==> config.mk <==
export PLATFORM = sky130hd
export DESIGN_NAME = kvsrr_cell
export DESIGN_NICKNAME = d
export VERILOG_FILES = /design/src/rtl/kvsrr_pkg.sv /design/src/rtl/kvsrr_cell.sv
export SDC_FILE = /design/constraint.sdc
export NUM_CORES = 1
export LEC_CHECK = 0
export BUFFER_PORTS_ARGS = -buffer_cell sky130_fd_sc_hd__buf_2
export CORE_ASPECT_RATIO = 1.25
export CORE_MARGIN = 4
export CORE_UTILIZATION = 30
export CTS_BUF_LIST = sky130_fd_sc_hd__clkbuf_8
export CTS_CLUSTER_DIAMETER = 30
export DETAILED_ROUTE_END_ITERATION = 8
export PLACE_DENSITY_LB_ADDON = 0.1
export SLEW_MARGIN = 30
export SYNTH_ARGS = -nofsm -noshare
export SYNTH_HDL_FRONTEND = slang
export SYNTH_SLANG_ARGS = --single-unit
==> constraint.sdc <==
create_clock -name clk -period 8.15 [get_ports clk]
set_clock_uncertainty 0.1 [all_clocks]
set_input_delay 0.815 -clock clk [delete_from_list [all_inputs] [get_ports clk]]
set_output_delay 0.815 -clock clk [all_outputs]
set_load 0.005 [all_outputs]
==> src/rtl/kvsrr_pkg.sv <==
// ----------------------------------------------------------------------------
// kvsrr_pkg: shared types and constants of the key/value store
// Operation codes, field widths and the structs that travel along the chain.
// ----------------------------------------------------------------------------
package kvsrr_pkg;

    localparam int OP_W      = 3;
    localparam int KEY_W     = 16;
    localparam int VAL_W     = 16;
    localparam int ENTRY_W   = 7;
    localparam int ENTRY_MAX = 127;

    // default table size
    localparam int CAPACITY_DEFAULT = 64;

    // stream widths (data in whole bytes, op on the input user side)
    localparam int S_DATA_W = 48;
    localparam int S_USER_W = OP_W;
    localparam int M_DATA_W = 40;

    typedef enum logic [OP_W-1:0] {
        OP_PUT          = 3'd0,
        OP_GET          = 3'd1,
        OP_RANGE_REMOVE = 3'd2,
        OP_KEY_BY_VALUE = 3'd3,
        OP_CLEAR        = 3'd4
    } op_t;

    // operation token passed from cell to cell
    typedef struct packed {
        logic             valid;
        op_t              op;
        logic [KEY_W-1:0] key;
        logic [VAL_W-1:0] value;
        logic [VAL_W-1:0] range_end;
        logic             hit;        // key or value matched in an earlier cell
        logic             have_free;  // a free slot was seen in an earlier cell
        logic [VAL_W-1:0] found_value;
        logic [KEY_W-1:0] found_key;
    } tok_t;

    // insert broadcast into the slot picked by a put
    typedef struct packed {
        logic             en;
        logic [KEY_W-1:0] key;
        logic [VAL_W-1:0] value;
    } wr_t;

endpackage

==> src/rtl/kvsrr_cell.sv <==
// ----------------------------------------------------------------------------
// kvsrr_cell: one slot of the key/value table
// Holds valid/key/value, applies the passing token and forwards it.
// ----------------------------------------------------------------------------
module kvsrr_cell #(
    parameter int INDEX = 0,
    parameter int IDX_W = 6,
    parameter int CNT_W = 7
) (
    input  logic                  clk,
    input  logic                  rst_n,
    input  kvsrr_pkg::tok_t       tok_in,
    input  logic [CNT_W-1:0]      cnt_in,
    input  logic [IDX_W-1:0]      free_in,
    input  kvsrr_pkg::wr_t        wr,
    input  logic [IDX_W-1:0]      wr_idx,
    output kvsrr_pkg::tok_t       tok_out,
    output logic [CNT_W-1:0]      cnt_out,
    output logic [IDX_W-1:0]      free_out
);

    logic                        slot_valid_reg, slot_valid_next;
    logic [kvsrr_pkg::KEY_W-1:0] slot_key_reg, slot_key_next;
    logic [kvsrr_pkg::VAL_W-1:0] slot_value_reg, slot_value_next;

    kvsrr_pkg::tok_t             tok_reg, tok_next;
    logic [CNT_W-1:0]            cnt_reg, cnt_next;
    logic [IDX_W-1:0]            free_reg, free_next;

    logic key_hit;
    logic val_eq;
    logic in_range;

    assign key_hit  = slot_valid_reg && (slot_key_reg == tok_in.key);
    assign val_eq   = slot_valid_reg && (slot_value_reg == tok_in.value);
    assign in_range = slot_valid_reg && (slot_value_reg >= tok_in.value)
                      && (slot_value_reg <= tok_in.range_end);

    always_comb
    begin
        tok_next        = tok_in;
        free_next       = free_in;
        slot_valid_next = slot_valid_reg;
        slot_key_next   = slot_key_reg;
        slot_value_next = slot_value_reg;

        if (tok_in.valid)
        begin
            case (tok_in.op)
                kvsrr_pkg::OP_PUT:
                begin
                    if (key_hit && !tok_in.hit)
                    begin
                        slot_value_next = tok_in.value;
                        tok_next.hit    = 1'b1;
                    end
                    if (!slot_valid_reg && !tok_in.have_free)
                    begin
                        tok_next.have_free = 1'b1;
                        free_next          = IDX_W'(INDEX);
                    end
                end
                kvsrr_pkg::OP_GET:
                begin
                    if (key_hit && !tok_in.hit)
                    begin
                        tok_next.hit         = 1'b1;
                        tok_next.found_value = slot_value_reg;
                    end
                end
                kvsrr_pkg::OP_RANGE_REMOVE:
                begin
                    if (in_range)
                        slot_valid_next = 1'b0;
                end
                kvsrr_pkg::OP_KEY_BY_VALUE:
                begin
                    if (val_eq && !tok_in.hit)
                    begin
                        tok_next.hit       = 1'b1;
                        tok_next.found_key = slot_key_reg;
                    end
                end
                kvsrr_pkg::OP_CLEAR:
                begin
                    slot_valid_next = 1'b0;
                end
                default:
                begin
                end
            endcase
        end

        // insert from the end of the chain; never coincides with a token here
        if (wr.en && (wr_idx == IDX_W'(INDEX)))
        begin
            slot_valid_next = 1'b1;
            slot_key_next   = wr.key;
            slot_value_next = wr.value;
        end

        cnt_next = cnt_in + CNT_W'(slot_valid_next);
    end

    always_ff @(posedge clk or negedge rst_n)
    begin
        if (!rst_n)
        begin
            slot_valid_reg <= 1'b0;
            tok_reg        <= '0;
        end
        else
        begin
            slot_valid_reg <= slot_valid_next;
            tok_reg        <= tok_next;
        end
    end

    always_ff @(posedge clk)
    begin
        slot_key_reg   <= slot_key_next;
        slot_value_reg <= slot_value_next;
        cnt_reg        <= cnt_next;
        free_reg       <= free_next;
    end

    assign tok_out  = tok_reg;
    assign cnt_out  = cnt_reg;
    assign free_out = free_reg;

endmodule

==> impl_metrics.csv <==
group,metric,value,unit
yosys,ys.warnings.count,0,
power,power.ir.vdd_worst,0.0000982,V
cells_and_area,layout.cells.most_common_list,"237 x buf_2, 87 x dfrtp_1, 34 x ha_1",
cells_and_area,flow.area_growth_from_synthesis,35.8,%
floorplanning,top_level_ports,239,
floorplanning,die_area,19800,sq um
yosys,synth_nets,549,
clock_tree,clock_insertion_delay_at_the_later_pin_of_the_skew_report,0.44,ns
floorplanning,initial_core_util,0.305,
outcome,status,"finished clean",
global_routing,grt.total_usage,0.147,
timing,timing_max_transition_violations_final,0,
yosys,postSynthCellCount,375,
yosys,syn-cell-area,5290,sq um
worst_setup_path,critical_path_class,"primary input to register",
timing,holdWs,0.230,ns
timing,setup_violations,0,
worst_setup_path,critical_path.reg2reg.startpoint,"slot_value_reg[11]$_DFFE_PP_",
cells_and_area,max_ffs_per_register,86,
worst_hold_path,hold_class,"primary input to async pin",
timing,timing.max_slew.rel_slack,0.415,
routing,route.detailed.vias_per_inst,4.36,
global_routing,vias_in_the_first_global_route,4127,
floorplanning,fp-row-count,54,
routing,detail_route.first_pass.iterations,4,
worst_setup_path,worstSetupEndpointType,"register",
clock_tree,cts.hold.buffers_added,0,
clock_tree,clock_tree_from_tritoncts,"yes",
clock_tree,clk_pin_slew_worst_paths,0.09,ns
routing,vias,3779,
global_routing,globalRoute.totalOverflow,0,
yosys,synthSimpleGateAreaFrac,0.0857,
yosys,synth_seq_cells,132,
timing,fin_crit,3.20,ns
cells_and_area,post_route_cells_drive_above_1_share,0.481,
clock_tree,cts.repair.resized,0,
clock_tree,clock_tree.root_cell,"clkbuf_8",
worst_setup_path,critical_path.startpoint_type,"primary input",
yosys,muxShareOfSynthArea,0.0752,
yosys,synth.avg_cell_area,14.1,sq um
global_routing,first_pass_grt_wire_length,22200,microns
timing,final_setup_tns,0,ns
power,cellPowerDensity,202,nW/um^2
yosys,yosysUniqueCellTypes,46,
timing,worst_pin_slew,0.876,ns
clock_tree,cts.repair_timing.setup_buffer_count,0,
flow_run,timing.max_cap.violations,0,
timing,max_freq,0.312,GHz
worst_setup_path,crit_arrival,3.44,ns
timing,grt_setup_unrepaired,"false",
global_routing,antenna_found_initial,1,
clock_tree,maximum_count_of_clock_buffers_along_a_single_path,2,
clock_tree,cts_max_level,4,
yosys,synthesized_area_fraction_occupied_by_ao_oa_aoi_and_oai_cells,0.0483,
timing,share_of_the_cycle_needed_by_the_critical_path_after_routing,0.393,
clock_tree,cts.sinks,132,
routing,wirelength_per_cell,16.8,microns
yosys,synth_top_family_by_area,"simple AND/OR/NAND/NOR gates",
worst_setup_path,critical_path_peak_fanout,3,
yosys,synth-xor-area-share,0.0348,
yosys,yosysSeqAreaShare,0.643,
routing,drc,0,
routing,wirelength,14500,microns
timing,timing_hold_violations_final,0,
place,port_buffer_cells,238,
power,cellLeakagePower,3.47,nW
global_routing,largest_net_degree_at_the_start_of_global_routing,48,
worst_setup_path,timing.critical_path.required,8.38,ns
clock_tree,cts_buffers,17,
cells_and_area,most_common_library_cell_in_the_layout_ignoring_fill_and_taps,"buf_2",
worst_setup_path,source_of_the_critical_timing_path,"tok_in[59]",
floorplanning,die_height,156,microns
cells_and_area,final_nets,803,
place,gpl.final_weighted_congestion,0.788,
routing,drt.antenna.violating_nets,0,
place,place.detailed.hpwl,11300,microns
floorplanning,fp.dieW,127,microns
floorplanning,coreArea,17400,sq um
yosys,synthAdderAreaFrac,0.0805,
routing,drtIter0Drc,160,
-- layer usage --
| layer | routed length [microns] | vias to the layer above | track usage |
|---|---|---|---|
| met5 | 13 | - | 0 |
| met4 | 273 | 2 | 0.0613 |
| met3 | 1220 | 18 | 0.0516 |
| met2 | 7150 | 160 | 0.245 |
| met1 | 5890 | 1764 | 0.174 |
| li1 | - | 1835 | - |
-- cell families (layout without fill, tap and decap cells) --
family / count (synthesis) / in the layout
other: 0 / 1
adder cells (fa/ha/maj): 34 / 34
buffers and inverters: 38 / 305
AND/OR/NAND/NOR: 77 / 77
XOR/XNOR: 21 / 21
flip-flops: 132 / 132
multiplexers: 32 / 32
AO/OA/AOI/OAI: 41 / 41
-- power by group --
part | total [W] | internal (W) | switching, W
Sequential | 0.000711 | 0.000703 | 0.00000759
Clock | 0.000616 | 0.000337 | 0.000279
Combinational | 0.000126 | 0.0000650 | 0.0000608
Total | 0.00145 | 0.00110 | 0.000348
-- final timing paths --
check                      slack, ns  cells past startpoint               endpoint
setup / recovery                4.95                     13     cnt_out[6]$_DFF_P_
hold / removal                  0.23                      1  tok_out[11]$_DFF_PN0_
setup reg to reg                5.01                     11     cnt_out[6]$_DFF_P_
hold reg to reg                 0.42                      1   tok_out[0]$_DFF_PN0_
max in group asynchronous       6.67                      2  tok_out[76]$_DFF_PN0_
min in group clk                0.39                      1  tok_out[59]$_DFF_PN0_
-- metrics by stage --
step / cells / worst slack (ns) / total power, W / cell area (sq um) / util
final: 867 / 4.95 / 0.00145 / 7180 / 0.414
after global routing: 866 / 4.75 / 0.00152 / 7180 / 0.414
after global placement: 834 / 4.48 / 0.000852 / 6730 / 0.388
after CTS: 866 / 4.92 / 0.00148 / 7170 / 0.413
after floorplan: 375 / 5.03 / 0.000766 / 5290 / -
after detailed placement: 834 / 4.44 / 0.000854 / 6730 / 0.388
-- critical path, stage by stage --
cell and delay [ns]:
buf_2 0.08, inv_1 0.05, ha_1 0.30, and3_1 0.25, a221oi_1 0.44, a21oi_1 0.17
o31a_1 0.28, a22oi_1 0.21, ha_1 0.24, ha_1 0.18, and3_1 0.19, nand3_1 0.10
xnor2_1 0.13
-- synthesized netlist by cell type (all sizes together) --
cell type | instances | share of area
dfrtp | 87 | 0.41
ha | 34 | 0.080
edfxtp | 32 | 0.18
inv | 32 | 0.023
mux2 | 32 | 0.075
nand2 | 26 | 0.018
o21ai | 17 | 0.016
dfxtp | 13 | 0.049
xnor2 | 11 | 0.018
xor2 | 10 | 0.017
a21oi | 8 | 0.0076
nor2b | 8 | 0.0095
nand3 | 7 | 0.0066
nand4 | 7 | 0.011
and3 | 4 | 0.0047
nor2 | 4 | 0.0028
nor3 | 4 | 0.0038
nor4 | 4 | 0.0076
a21o | 3 | 0.0043
and4 | 3 | 0.0054
buf | 3 | 0.0080
clkbuf | 3 | 0.0021
a221o | 2 | 0.0038
nand2b | 2 | 0.0024
o211ai | 2 | 0.0028
o21bai | 2 | 0.0028
a2111oi | 1 | 0.0017
a21boi | 1 | 0.0014
a221oi | 1 | 0.0017
a22oi | 1 | 0.0014
a41oi | 1 | 0.0017
and2 | 1 | 0.0012
and4b | 1 | 0.0019
nand3b | 1 | 0.0014
nand4b | 1 | 0.0017
nor3b | 1 | 0.0014
nor4b | 1 | 0.0017
nor4bb | 1 | 0.0019
o31a | 1 | 0.0017
o31ai | 1 | 0.0014
or4bb | 1 | 0.0021
-- final cells by class --
cell class                 count  area [sq um]
sequential                   132          3400
multi-input combinational    205          1730
clock buffer                  17           234
tap                          224           280
fill                        1685         10200
inverter                      32           120
antenna                        1          2.50
clock inverter                15           205
timing repair buffer         241          1220
No activity file was read; power rests on OpenSTA's default activity.
